===== src/rtl/core/iht_pkg.sv =====
// ----------------------------------------------------------------------------
// iht_pkg
// Shared types and constants of the identity hysteresis tracker.
// ----------------------------------------------------------------------------
package iht_pkg;

  // gallery size and counter width
  localparam int MaxIds    = 1024;
  localparam int CountBits = 24;

  // stability divider: 16 fraction bits plus one integer bit
  localparam int DivSteps  = 17;
  localparam int StepW     = $clog2(DivSteps);

  // configuration register indexes
  localparam logic [2:0] REG_SCORE_ON    = 3'd0;
  localparam logic [2:0] REG_SCORE_OFF   = 3'd1;
  localparam logic [2:0] REG_EMA_WEIGHT  = 3'd2;
  localparam logic [2:0] REG_STABLE_MS   = 3'd3;
  localparam logic [2:0] REG_SAVE_PERIOD = 3'd4;
  localparam logic [2:0] REG_SAVE_LIMIT  = 3'd5;
  localparam logic [2:0] REG_RUN_MODE    = 3'd6;

  // run modes
  localparam logic [1:0] MODE_OFF  = 2'd0;
  localparam logic [1:0] MODE_REC  = 2'd1;
  localparam logic [1:0] MODE_ACQ  = 2'd2;
  localparam logic [1:0] MODE_RSVD = 2'd3;

  // result status codes
  localparam logic [1:0] STAT_IDLE    = 2'd0;
  localparam logic [1:0] STAT_UNKNOWN = 2'd1;
  localparam logic [1:0] STAT_KNOWN   = 2'd2;

  // configuration registers
  typedef struct packed {
    logic signed [15:0] score_on;
    logic signed [15:0] score_off;
    logic [15:0]        ema_weight;
    logic [15:0]        stable_ms;
    logic [15:0]        save_period_ms;
    logic [5:0]         save_limit;
    logic [1:0]         run_mode;
  } cfg_t;

  // command from front to back
  typedef struct packed {
    logic               is_idle;
    logic [31:0]        lock_ident;
    logic signed [10:0] cand_id;
    logic               cand_valid;
    logic signed [15:0] cand_score;
    logic [31:0]        stamp_ms;
  } cmd_t;

  // one result item
  typedef struct packed {
    logic [1:0]         status;
    logic signed [10:0] pred_id;
    logic signed [15:0] smooth_score;
    logic signed [15:0] frame_score;
    logic [15:0]        stability;
    logic [31:0]        episode_lock;
    logic               save_now;
    logic [5:0]         save_index;
  } res_t;

endpackage


===== src/rtl/core/iht_front.sv =====
// ----------------------------------------------------------------------------
// iht_front
// Accepts tracking updates, applies the mode, lock and frame gates and
// issues idle or run commands to the queue.
// ----------------------------------------------------------------------------
module iht_front import iht_pkg::*; (
  input  logic        clk_i,
  input  logic        rst_ni,
  input  cfg_t        cfg_i,
  input  logic        accept_i,
  input  logic        locked_i,
  input  logic        has_box_i,
  input  logic [15:0] lock_age_ms_i,
  input  logic [31:0] lock_ident_i,
  input  logic        frame_ok_i,
  input  logic [31:0] frame_seq_i,
  input  logic        embed_ok_i,
  input  logic [10:0] cand_id_i,
  input  logic [15:0] cand_score_i,
  input  logic [31:0] stamp_ms_i,
  input  logic        gallery_nonempty_i,
  output logic        push_o,
  output cmd_t        cmd_o
);

  logic        idle_rep_q, idle_rep_d;
  logic [31:0] last_frame_q, last_frame_d;
  logic        idle_mode;
  logic        lock_good;

  // gate decisions
  assign idle_mode = (cfg_i.run_mode == MODE_OFF) || (cfg_i.run_mode == MODE_RSVD) ||
                     !gallery_nonempty_i;
  assign lock_good = locked_i && has_box_i && (lock_age_ms_i >= cfg_i.stable_ms) &&
                     frame_ok_i && (frame_seq_i != last_frame_q);

  always_comb begin
    idle_rep_d   = idle_rep_q;
    last_frame_d = last_frame_q;
    push_o       = 1'b0;
    if (accept_i) begin
      if (idle_mode) begin
        if (!idle_rep_q) begin
          idle_rep_d = 1'b1;
          push_o     = 1'b1;
        end
      end else begin
        idle_rep_d = 1'b0;
        if (lock_good) begin
          last_frame_d = frame_seq_i;
          push_o       = embed_ok_i;
        end
      end
    end
  end

  // command payload
  always_comb begin
    cmd_o.is_idle    = idle_mode;
    cmd_o.lock_ident = lock_ident_i;
    cmd_o.cand_id    = cand_id_i;
    cmd_o.cand_valid = !cand_id_i[10] && ({21'b0, cand_id_i} < 32'(MaxIds));
    cmd_o.cand_score = cand_score_i;
    cmd_o.stamp_ms   = stamp_ms_i;
  end

  always_ff @(posedge clk_i or negedge rst_ni) begin
    if (!rst_ni) begin
      idle_rep_q   <= 1'b0;
      last_frame_q <= '0;
    end else begin
      idle_rep_q   <= idle_rep_d;
      last_frame_q <= last_frame_d;
    end
  end

endmodule


===== src/rtl/core/iht_queue.sv =====
// ----------------------------------------------------------------------------
// iht_queue
// Two-entry command queue between the front and the back.
// ----------------------------------------------------------------------------
module iht_queue import iht_pkg::*; (
  input  logic clk_i,
  input  logic rst_ni,
  input  logic push_i,
  input  cmd_t cmd_i,
  input  logic pop_i,
  output cmd_t cmd_o,
  output logic full_o,
  output logic empty_o
);

  cmd_t       entry_q [2];
  logic       wr_ptr_q, rd_ptr_q;
  logic [1:0] count_q;

  assign full_o  = (count_q == 2'd2);
  assign empty_o = (count_q == 2'd0);
  assign cmd_o   = entry_q[rd_ptr_q];

  // entry storage
  always_ff @(posedge clk_i) begin
    if (push_i) begin
      entry_q[wr_ptr_q] <= cmd_i;
    end
  end

  // pointers and fill level
  always_ff @(posedge clk_i or negedge rst_ni) begin
    if (!rst_ni) begin
      wr_ptr_q <= 1'b0;
      rd_ptr_q <= 1'b0;
      count_q  <= 2'd0;
    end else begin
      if (push_i) wr_ptr_q <= ~wr_ptr_q;
      if (pop_i)  rd_ptr_q <= ~rd_ptr_q;
      case ({push_i, pop_i})
        2'b10:   count_q <= count_q + 2'd1;
        2'b01:   count_q <= count_q - 2'd1;
        default: count_q <= count_q;
      endcase
    end
  end

endmodule


===== src/rtl/core/iht_back.sv =====
// ----------------------------------------------------------------------------
// iht_back
// Episode tracking, score smoothing, identity hysteresis, save throttle and
// serial stability divider; holds the result until it is taken.
// ----------------------------------------------------------------------------
module iht_back import iht_pkg::*; (
  input  logic clk_i,
  input  logic rst_ni,
  input  cfg_t cfg_i,
  input  logic empty_i,
  input  cmd_t cmd_i,
  output logic pop_o,
  output logic res_valid_o,
  input  logic res_ready_i,
  output res_t res_o
);

  typedef enum logic [4:0] {
    ST_WAIT = 5'b00001,
    ST_EMA  = 5'b00010,
    ST_HYS  = 5'b00100,
    ST_DIV  = 5'b01000,
    ST_OUT  = 5'b10000
  } back_state_e;

  localparam logic [CountBits-1:0] CountMax = '1;

  back_state_e          state_q, state_d;
  logic                 ep_open_q;
  logic [31:0]          ep_ident_q;
  logic signed [15:0]   ema_q;
  logic signed [10:0]   held_q;
  logic [CountBits-1:0] frames_q, known_q;
  logic [5:0]           saved_q;
  logic [31:0]          last_save_q;
  logic                 saved_once_q;
  cmd_t                 cur_q;
  logic signed [33:0]   prod_q;
  logic [CountBits:0]   rem_q;
  logic [DivSteps-1:0]  quo_q;
  logic [StepW-1:0]     step_q;
  logic                 save_now_q;
  logic [5:0]           save_idx_q;
  res_t                 res_q;

  logic                 new_ep;
  logic signed [33:0]   ema_sum;
  logic signed [17:0]   ema_raw;
  logic signed [15:0]   ema_sat;
  logic signed [10:0]   held_next;
  logic [CountBits-1:0] known_next;
  logic                 do_save;
  logic [31:0]          elapsed;
  logic [CountBits:0]   rem_sh;
  logic                 rem_ge;
  res_t                 idle_res;
  res_t                 run_res;

  assign new_ep      = !ep_open_q || (cmd_i.lock_ident != ep_ident_q);
  assign pop_o       = (state_q == ST_WAIT) && !empty_i;
  assign res_valid_o = (state_q == ST_OUT);
  assign res_o       = res_q;

  // smoothing: ema + w*(score-ema), rounded to nearest and saturated
  assign ema_sum = {{2{ema_q[15]}}, ema_q, 16'b0} + prod_q + 34'sd32768;
  assign ema_raw = ema_sum[33:16];
  always_comb begin
    if (ema_raw > 18'sd32767)       ema_sat = 16'sh7fff;
    else if (ema_raw < -18'sd32768) ema_sat = 16'sh8000;
    else                            ema_sat = ema_raw[15:0];
  end

  // four-branch two-threshold hysteresis
  always_comb begin
    held_next = held_q;
    if (held_q[10]) begin
      if (ema_q >= cfg_i.score_on && cur_q.cand_valid) held_next = cur_q.cand_id;
    end else if (cur_q.cand_valid && cur_q.cand_id == held_q) begin
      if (ema_q < cfg_i.score_off) held_next = '1;
    end else if (ema_q >= cfg_i.score_on && cur_q.cand_valid) begin
      held_next = cur_q.cand_id;
    end else if (ema_q < cfg_i.score_off) begin
      held_next = '1;
    end
  end

  assign known_next = (!held_next[10] && known_q != CountMax) ? known_q + 1'b1 : known_q;

  // save throttle
  assign elapsed = cur_q.stamp_ms - last_save_q;
  assign do_save = (cfg_i.run_mode == MODE_ACQ) && (saved_q < cfg_i.save_limit) &&
                   (!saved_once_q || elapsed >= {16'b0, cfg_i.save_period_ms});

  // restoring divider step, no shift on the integer bit
  assign rem_sh = (step_q == '0) ? rem_q : {rem_q[CountBits-1:0], 1'b0};
  assign rem_ge = rem_sh >= {1'b0, frames_q};

  // idle result: no identity, everything else zero
  always_comb begin
    idle_res         = '0;
    idle_res.status  = STAT_IDLE;
    idle_res.pred_id = '1;
  end

  // tracking result, taken on the last divider step
  always_comb begin
    run_res              = '0;
    run_res.status       = held_q[10] ? STAT_UNKNOWN : STAT_KNOWN;
    run_res.pred_id      = held_q;
    run_res.smooth_score = ema_q;
    run_res.frame_score  = cur_q.cand_score;
    run_res.episode_lock = ep_ident_q;
    run_res.save_now     = save_now_q;
    run_res.save_index   = save_idx_q;
    run_res.stability    = quo_q[DivSteps-2] ? 16'hffff : {quo_q[14:0], rem_ge};
  end

  // sequencer
  always_comb begin
    state_d = state_q;
    case (state_q)
      ST_WAIT: begin
        if (!empty_i) begin
          if (cmd_i.is_idle)  state_d = ST_OUT;
          else if (new_ep)    state_d = ST_HYS;
          else                state_d = ST_EMA;
        end
      end
      ST_EMA:  state_d = ST_HYS;
      ST_HYS:  state_d = ST_DIV;
      ST_DIV:  if (step_q == StepW'(DivSteps - 1)) state_d = ST_OUT;
      ST_OUT:  if (res_ready_i) state_d = ST_WAIT;
      default: state_d = ST_WAIT;
    endcase
  end

  // control and tracking state
  always_ff @(posedge clk_i or negedge rst_ni) begin
    if (!rst_ni) begin
      state_q      <= ST_WAIT;
      ep_open_q    <= 1'b0;
      ep_ident_q   <= '0;
      ema_q        <= 16'sh8000;
      held_q       <= '1;
      frames_q     <= '0;
      known_q      <= '0;
      saved_q      <= '0;
      last_save_q  <= '0;
      saved_once_q <= 1'b0;
    end else begin
      state_q <= state_d;
      case (state_q)
        ST_WAIT: begin
          if (pop_o) begin
            if (cmd_i.is_idle) begin
              ep_open_q <= 1'b0;
            end else if (new_ep) begin
              ep_open_q    <= 1'b1;
              ep_ident_q   <= cmd_i.lock_ident;
              ema_q        <= cmd_i.cand_score;
              held_q       <= '1;
              frames_q     <= '0;
              known_q      <= '0;
              saved_q      <= '0;
              saved_once_q <= 1'b0;
            end
          end
        end
        ST_EMA: ema_q <= ema_sat;
        ST_HYS: begin
          if (frames_q != CountMax) frames_q <= frames_q + 1'b1;
          held_q  <= held_next;
          known_q <= known_next;
          if (do_save) begin
            last_save_q  <= cur_q.stamp_ms;
            saved_once_q <= 1'b1;
            saved_q      <= saved_q + 6'd1;
          end
        end
        default: ;
      endcase
    end
  end

  // datapath registers
  always_ff @(posedge clk_i) begin
    case (state_q)
      ST_WAIT: begin
        if (pop_o) begin
          cur_q <= cmd_i;
          if (cmd_i.is_idle) begin
            res_q <= idle_res;
          end
        end
      end
      ST_EMA: ;
      ST_HYS: begin
        save_now_q <= do_save;
        save_idx_q <= do_save ? saved_q : 6'd0;
        rem_q      <= {1'b0, known_next};
        step_q     <= '0;
        quo_q      <= '0;
      end
      ST_DIV: begin
        rem_q  <= rem_ge ? rem_sh - {1'b0, frames_q} : rem_sh;
        quo_q  <= {quo_q[DivSteps-2:0], rem_ge};
        step_q <= step_q + 1'b1;
        if (step_q == StepW'(DivSteps - 1)) begin
          res_q <= run_res;
        end
      end
      default: ;
    endcase
  end

  // multiplier feeding the smoothing step
  always_ff @(posedge clk_i) begin
    if (pop_o && !cmd_i.is_idle && !new_ep) begin
      prod_q <= $signed({1'b0, cfg_i.ema_weight}) *
                ($signed({cmd_i.cand_score[15], cmd_i.cand_score}) -
                 $signed({ema_q[15], ema_q}));
    end else if (state_q == ST_WAIT) begin
      prod_q <= '0;
    end
  end

endmodule


===== src/rtl/core/identity_hysteresis_tracker.sv =====
// ----------------------------------------------------------------------------
// identity_hysteresis_tracker
// Per-frame identity tracker: smoothed score, two-threshold hysteresis,
// known-frame ratio and acquisition save throttle.
// ----------------------------------------------------------------------------
// sequence: an idle command goes from the queue straight to the result; a
//   run command on a new episode passes hysteresis and the divider, else
//   the smoothing step comes first; the back end takes one command at a
//   time through the 17-step serial stability divider; the front takes
//   requests while the two-entry queue has room and drops gated ones
// reset: asynchronous, active low; clears all tracking state and loads the
//   register defaults, no clearing pass
module identity_hysteresis_tracker import iht_pkg::*; (
  input  logic         clk_i,
  input  logic         rst_ni,
  input  logic         cfg_we_i,
  input  logic [2:0]   cfg_idx_i,
  input  logic [15:0]  cfg_data_i,
  input  logic         s_axis_tvalid,
  output logic         s_axis_tready,
  // locked, has_box, lock_age_ms[16], lock_ident[32], frame_ok, frame_seq[32],
  // embed_ok, cand_id[11], cand_score[16], stamp_ms[32], gallery_nonempty
  input  logic [143:0] s_axis_tdata,
  output logic         m_axis_tvalid,
  input  logic         m_axis_tready,
  // status[2], pred_id[11], smooth_score[16], frame_score[16], stability[16],
  // episode_lock[32], save_now, save_index[6], zero padding[4]
  output logic [103:0] m_axis_tdata
);

  cfg_t cfg_q;
  logic push, pop, full, empty, accept;
  cmd_t cmd_in, cmd_out;
  res_t res;

  // configuration registers
  always_ff @(posedge clk_i or negedge rst_ni) begin
    if (!rst_ni) begin
      cfg_q.score_on       <= 16'sd11895;
      cfg_q.score_off      <= 16'sd9830;
      cfg_q.ema_weight     <= 16'd26214;
      cfg_q.stable_ms      <= 16'd2000;
      cfg_q.save_period_ms <= 16'd400;
      cfg_q.save_limit     <= 6'd40;
      cfg_q.run_mode       <= MODE_OFF;
    end else if (cfg_we_i) begin
      case (cfg_idx_i)
        REG_SCORE_ON:    cfg_q.score_on       <= cfg_data_i;
        REG_SCORE_OFF:   cfg_q.score_off      <= cfg_data_i;
        REG_EMA_WEIGHT:  cfg_q.ema_weight     <= cfg_data_i;
        REG_STABLE_MS:   cfg_q.stable_ms      <= cfg_data_i;
        REG_SAVE_PERIOD: cfg_q.save_period_ms <= cfg_data_i;
        REG_SAVE_LIMIT:  cfg_q.save_limit     <= cfg_data_i[5:0];
        REG_RUN_MODE:    cfg_q.run_mode       <= cfg_data_i[1:0];
        default: ;
      endcase
    end
  end

  assign s_axis_tready = !full;
  assign accept        = s_axis_tvalid && s_axis_tready;

  iht_front u_front (
    .clk_i              (clk_i),
    .rst_ni             (rst_ni),
    .cfg_i              (cfg_q),
    .accept_i           (accept),
    .locked_i           (s_axis_tdata[0]),
    .has_box_i          (s_axis_tdata[1]),
    .lock_age_ms_i      (s_axis_tdata[17:2]),
    .lock_ident_i       (s_axis_tdata[49:18]),
    .frame_ok_i         (s_axis_tdata[50]),
    .frame_seq_i        (s_axis_tdata[82:51]),
    .embed_ok_i         (s_axis_tdata[83]),
    .cand_id_i          (s_axis_tdata[94:84]),
    .cand_score_i       (s_axis_tdata[110:95]),
    .stamp_ms_i         (s_axis_tdata[142:111]),
    .gallery_nonempty_i (s_axis_tdata[143]),
    .push_o             (push),
    .cmd_o              (cmd_in)
  );

  iht_queue u_queue (
    .clk_i   (clk_i),
    .rst_ni  (rst_ni),
    .push_i  (push),
    .cmd_i   (cmd_in),
    .pop_i   (pop),
    .cmd_o   (cmd_out),
    .full_o  (full),
    .empty_o (empty)
  );

  iht_back u_back (
    .clk_i       (clk_i),
    .rst_ni      (rst_ni),
    .cfg_i       (cfg_q),
    .empty_i     (empty),
    .cmd_i       (cmd_out),
    .pop_o       (pop),
    .res_valid_o (m_axis_tvalid),
    .res_ready_i (m_axis_tready),
    .res_o       (res)
  );

  // result packing
  assign m_axis_tdata = {4'b0, res.save_index, res.save_now, res.episode_lock,
                         res.stability, res.frame_score, res.smooth_score,
                         res.pred_id, res.status};

  // idle result carries no identity
  a_idle_no_id: assert property (@(posedge clk_i) disable iff (!rst_ni)
    m_axis_tvalid && res.status == STAT_IDLE |-> res.pred_id == -11'sd1 && !res.save_now)
    else $error("idle result with identity or save");

  // known status exactly when an identity is held
  a_status_id: assert property (@(posedge clk_i) disable iff (!rst_ni)
    m_axis_tvalid && res.status != STAT_IDLE |->
      ((res.status == STAT_KNOWN) == !res.pred_id[10]))
    else $error("status disagrees with predicted identity");

  // no save means a zero save index
  a_save_idx: assert property (@(posedge clk_i) disable iff (!rst_ni)
    m_axis_tvalid && !res.save_now |-> res.save_index == 6'd0)
    else $error("save index without save");

  // the queue never overflows or underflows
  a_queue: assert property (@(posedge clk_i) disable iff (!rst_ni)
    !(push && full) && !(pop && empty))
    else $error("command queue overflow or underflow");

endmodule


===== config.mk =====
export PLATFORM = sky130hd
export DESIGN_NAME = identity_hysteresis_tracker
export DESIGN_NICKNAME = d
export VERILOG_FILES = /design/src/rtl/core/iht_pkg.sv /design/src/rtl/core/iht_front.sv /design/src/rtl/core/iht_queue.sv /design/src/rtl/core/iht_back.sv /design/src/rtl/core/identity_hysteresis_tracker.sv
export SDC_FILE = /design/constraint.sdc
export NUM_CORES = 2
export LEC_CHECK = 0
export BUFFER_PORTS_ARGS = -buffer_cell sky130_fd_sc_hd__buf_2
export CELL_PAD_IN_SITES_DETAIL_PLACEMENT = 0
export CELL_PAD_IN_SITES_GLOBAL_PLACEMENT = 1
export CORE_UTILIZATION = 50
export CTS_CLUSTER_DIAMETER = 30
export DETAILED_ROUTE_END_ITERATION = 10
export PLACE_DENSITY = 0.86
export SLEW_MARGIN = 10
export SYNTH_ARGS = -nofsm -noshare
export SYNTH_HDL_FRONTEND = slang
export SYNTH_HIERARCHICAL = 1
export SYNTH_SLANG_ARGS = --single-unit

===== constraint.sdc =====
create_clock -name clk_i -period 12.2 [get_ports clk_i]
set_clock_uncertainty 0.05 [all_clocks]
set_input_delay 1.22 -clock clk_i [delete_from_list [all_inputs] [get_ports clk_i]]
set_output_delay 1.22 -clock clk_i [all_outputs]
set_load 0.02 [all_outputs]

==> metrics.txt <==
DP HPWL 78470 um; worst r2r dst u_back/prod_q[32]; critical path's largest stage delay 0.89 ns; initial antenna violation count 9; YS warnings 6; setup violators final 0; wire per inst 20.08 um; WP data required 12.59 ns; number of fillers in the final layout 7314; Yosys top cell area share 27.85%; initial core utilization 50.77%; DR vias 30536; Startpoint Class register; max layer used met5; sequential fraction of the synthesis area 43.36%; fmax 96.88 MHz; Die Y 302.2 um; top post-synthesis cells by area edfxtp_1, dfrtp_1, fa_1, ha_1, mux2_2; Via density 5.491; max_cap viols 0; starting DRC count in detailed routing 2115; vias in the first global route 32124; first-pass GRT wire length 176100 um; Worst R2R Start u_queue/rd_ptr_q; Post-CTS Hold Buffers 0; Async SR Flop Fraction 39.86%; Clock Latency Late Sink 0.73 ns; DR pass1 iterations 6; Met3 Wirelength 8666 um; CTS max path bufs 3; GRT Residual Overflow 0; drc violations 0; Ports 274; status completed; area leader, netlist edfxtp_1; largest net degree at the start of global routing 139; unrepaired setup endpoints after global routing no; Cells after Synth 4039; Max-slew headroom 12.16%; Die Span X 302.2 um; period utilization 84.61%; CTS H-Tree Depth 4; post-synth cell types 99; Placer Congestion 0.8867; WP data arrival 10.71 ns; Worst Setup End Kind register; Post-CTS Setup Inserts 0; Worst Hold Class in2async; Slew @ Worst Pin 1.311 ns; most frequent CP cell fa_1; Post-synth EDFFs 418; Reg clk slew, reported paths 0.05 ns; Clk Tree Root Cell clkbuf_16; count of pins over their slew limit 0; FF-to-FF path depth 33; CTS tree yes; Final TNS setup 0 ns; Critical Path Fanout Max 40; Area Overhead vs Synth 15.51%; R2R Setup Slk 1.88 ns; Slowest-stage cell, CP xnor2_1; final wirelength 111600 um; Final Hold Viols 0; kind of critical path reg2reg; Mapped Area 45070 um^2; M1 WL 47360 um; core box area 88780 um^2; Synth Flop Type edfxtp_1; post-route minimum period 10.32 ns; antenna viol nets, final 0; FP Rows 109; CTS buffer count 151; Port Buffer Count 269; Die Area 91350 um^2; post-synthesis register bit count 695; Final Net Count 4925; Mapped Avg Cell Area 11.16 um^2; number of gates resized after cts 0; GRT Total Usage 25.00%; WL met2 52890 um; CTS sink count 695; fraction of layout cells with a size suffix above 1 21.05%
-- stage by stage --
stage | hold WS [ns] | utilization [%] | cell area (um^2) | setup WS [ns] | std cells
3_5_place_dp | 0.4193 | 52.69 | 46780 | 1.884 | 5271
5_1_grt | 0.4626 | 58.64 | 52060 | 1.124 | 5559
2_1_floorplan | 0.3960 | - | 45080 | 2.569 | 4042
4_1_cts | 0.4406 | 58.62 | 52050 | 1.806 | 5555
3_3_place_gp | 0.4133 | 52.69 | 46780 | 1.941 | 5271
6_report | 0.4144 | 58.64 | 52060 | 1.878 | 5561
-- routing by layer --
layer | up-vias | global-route usage [%]
met5 | - | 0
met3 | 178 | 6.917
met2 | 951 | 40.92
met1 | 15109 | 31.95
met4 | 6 | 8.418
li1 | 14292 | -
-- state kept, by name (all words and copies together), names as in the netlist, 11 cells and up --
signal / flops
u_back/known_q: 24
u_back/ep_ident_q: 32
u_back/prod_q: 19
cfg_q: 88
u_back/rem_q: 25
u_back/res_o: 100
u_back/quo_q: 16
u_back/ema_q: 16
u_back/held_q: 11
u_back/cur_q: 60
u_back/last_save_q: 32
u_back/frames_q: 24
u_queue/entry_q: 186
u_front/last_frame_q: 32
-- cell families after synthesis --
kind of cell	count (synthesis)	share of synthesized area, %
AOI/OAI and AO/OA	507	7.415
xor gates and xnor gates	205	3.983
adders and majority gates	498	17.36
buffers and inverters	705	7.176
DFF	695	43.36
muxes	303	7.936
other	1	0.008320
and+or+nand+nor	1125	12.76
-- worst max-delay path: cells and delay by family, from the launching register on --
kind                       cells  cell delay [ns]
muxes                          1             0.32
xor gates and xnor gates       2             1.06
AOI/OAI and AO/OA             13             2.77
buffers and inverters          3             0.14
and+or+nand+nor                5             0.77
adders and majority gates      9             4.07
DFF                            1             0.82
-- synthesized netlist by cell type, drive strengths merged (46+ instances only) --
cell	n
inv	467
nand2	329
xor2	86
a21oi	146
mux2	270
dfstp	49
a21o	53
and2	155
nor2	208
clkbuf	92
o21ai	105
nor3	60
edfxtp	418
nand3	74
and3	46
ha	286
nand4	47
fa	212
xnor2	119
buf	145
dfrtp	228
-- cells in the final DEF (no fill, tap or decap), types with 13 or more instances in the layout --
master | netlist | routed
inv_1 | 465 | 465
edfxtp_1 | 418 | 418
nand2_1 | 329 | 327
ha_1 | 286 | 286
buf_2 | 17 | 268
dfrtp_1 | 228 | 227
mux2_2 | 214 | 214
fa_1 | 212 | 212
nor2_1 | 208 | 203
and2_1 | 155 | 153
clkbuf_16 | 0 | 152
a21oi_1 | 146 | 146
xnor2_1 | 119 | 114
o21ai_0 | 90 | 90
xor2_1 | 86 | 85
nand3_1 | 73 | 72
nor3_1 | 59 | 59
mux2_4 | 55 | 55
a21o_1 | 53 | 53
dfstp_2 | 49 | 49
nand4_1 | 46 | 46
nor2b_1 | 45 | 45
and3_1 | 46 | 45
nand2b_1 | 44 | 44
mux2i_1 | 33 | 33
buf_4 | 102 | 31
a211oi_1 | 29 | 28
or3_1 | 26 | 26
clkbuf_1 | 92 | 22
inv_6 | 0 | 21
a31oi_1 | 20 | 20
o21a_1 | 20 | 20
nand3b_1 | 17 | 17
a22oi_1 | 17 | 17
bufinv_16 | 0 | 16
clkinvlp_4 | 0 | 16
nor4_1 | 16 | 16
clkinv_2 | 0 | 14
clkinv_1 | 1 | 13
o21ai_1 | 13 | 13
-- final cells by class --
type                       count  area, um^2  share of cell area [%]
inverter                     468        1757                   3.374
tap                         1165        1458                   2.800
sequential                   695       19550                   37.55
antenna                        6       15.01                 0.02884
timing repair buffer         301        1609                   3.091
clock inverter               101        1257                   2.415
clock buffer                 183        4010                   7.702
multi-input combinational   2642       22410                   43.04
-- how the worst max path moves through the flow --
| stage | from | end | cells past startpoint |
|---|---|---|---|
| after floorplan | u_back/state_q[1] | u_back/state_q[4] | 6 |
| after global placement | u_queue/rd_ptr_q | u_back/prod_q[32] | 33 |
| after detailed placement | u_queue/rd_ptr_q | u_back/prod_q[33] | 33 |
| after CTS | u_queue/rd_ptr_q | u_back/prod_q[32] | 33 |
| after global routing | u_queue/rd_ptr_q | u_back/prod_q[33] | 32 |
| final | u_queue/rd_ptr_q | u_back/prod_q[32] | 33 |
Power is not shown: default switching activity piles up to over one toggle a cycle in this logic, so the estimate is an artifact.
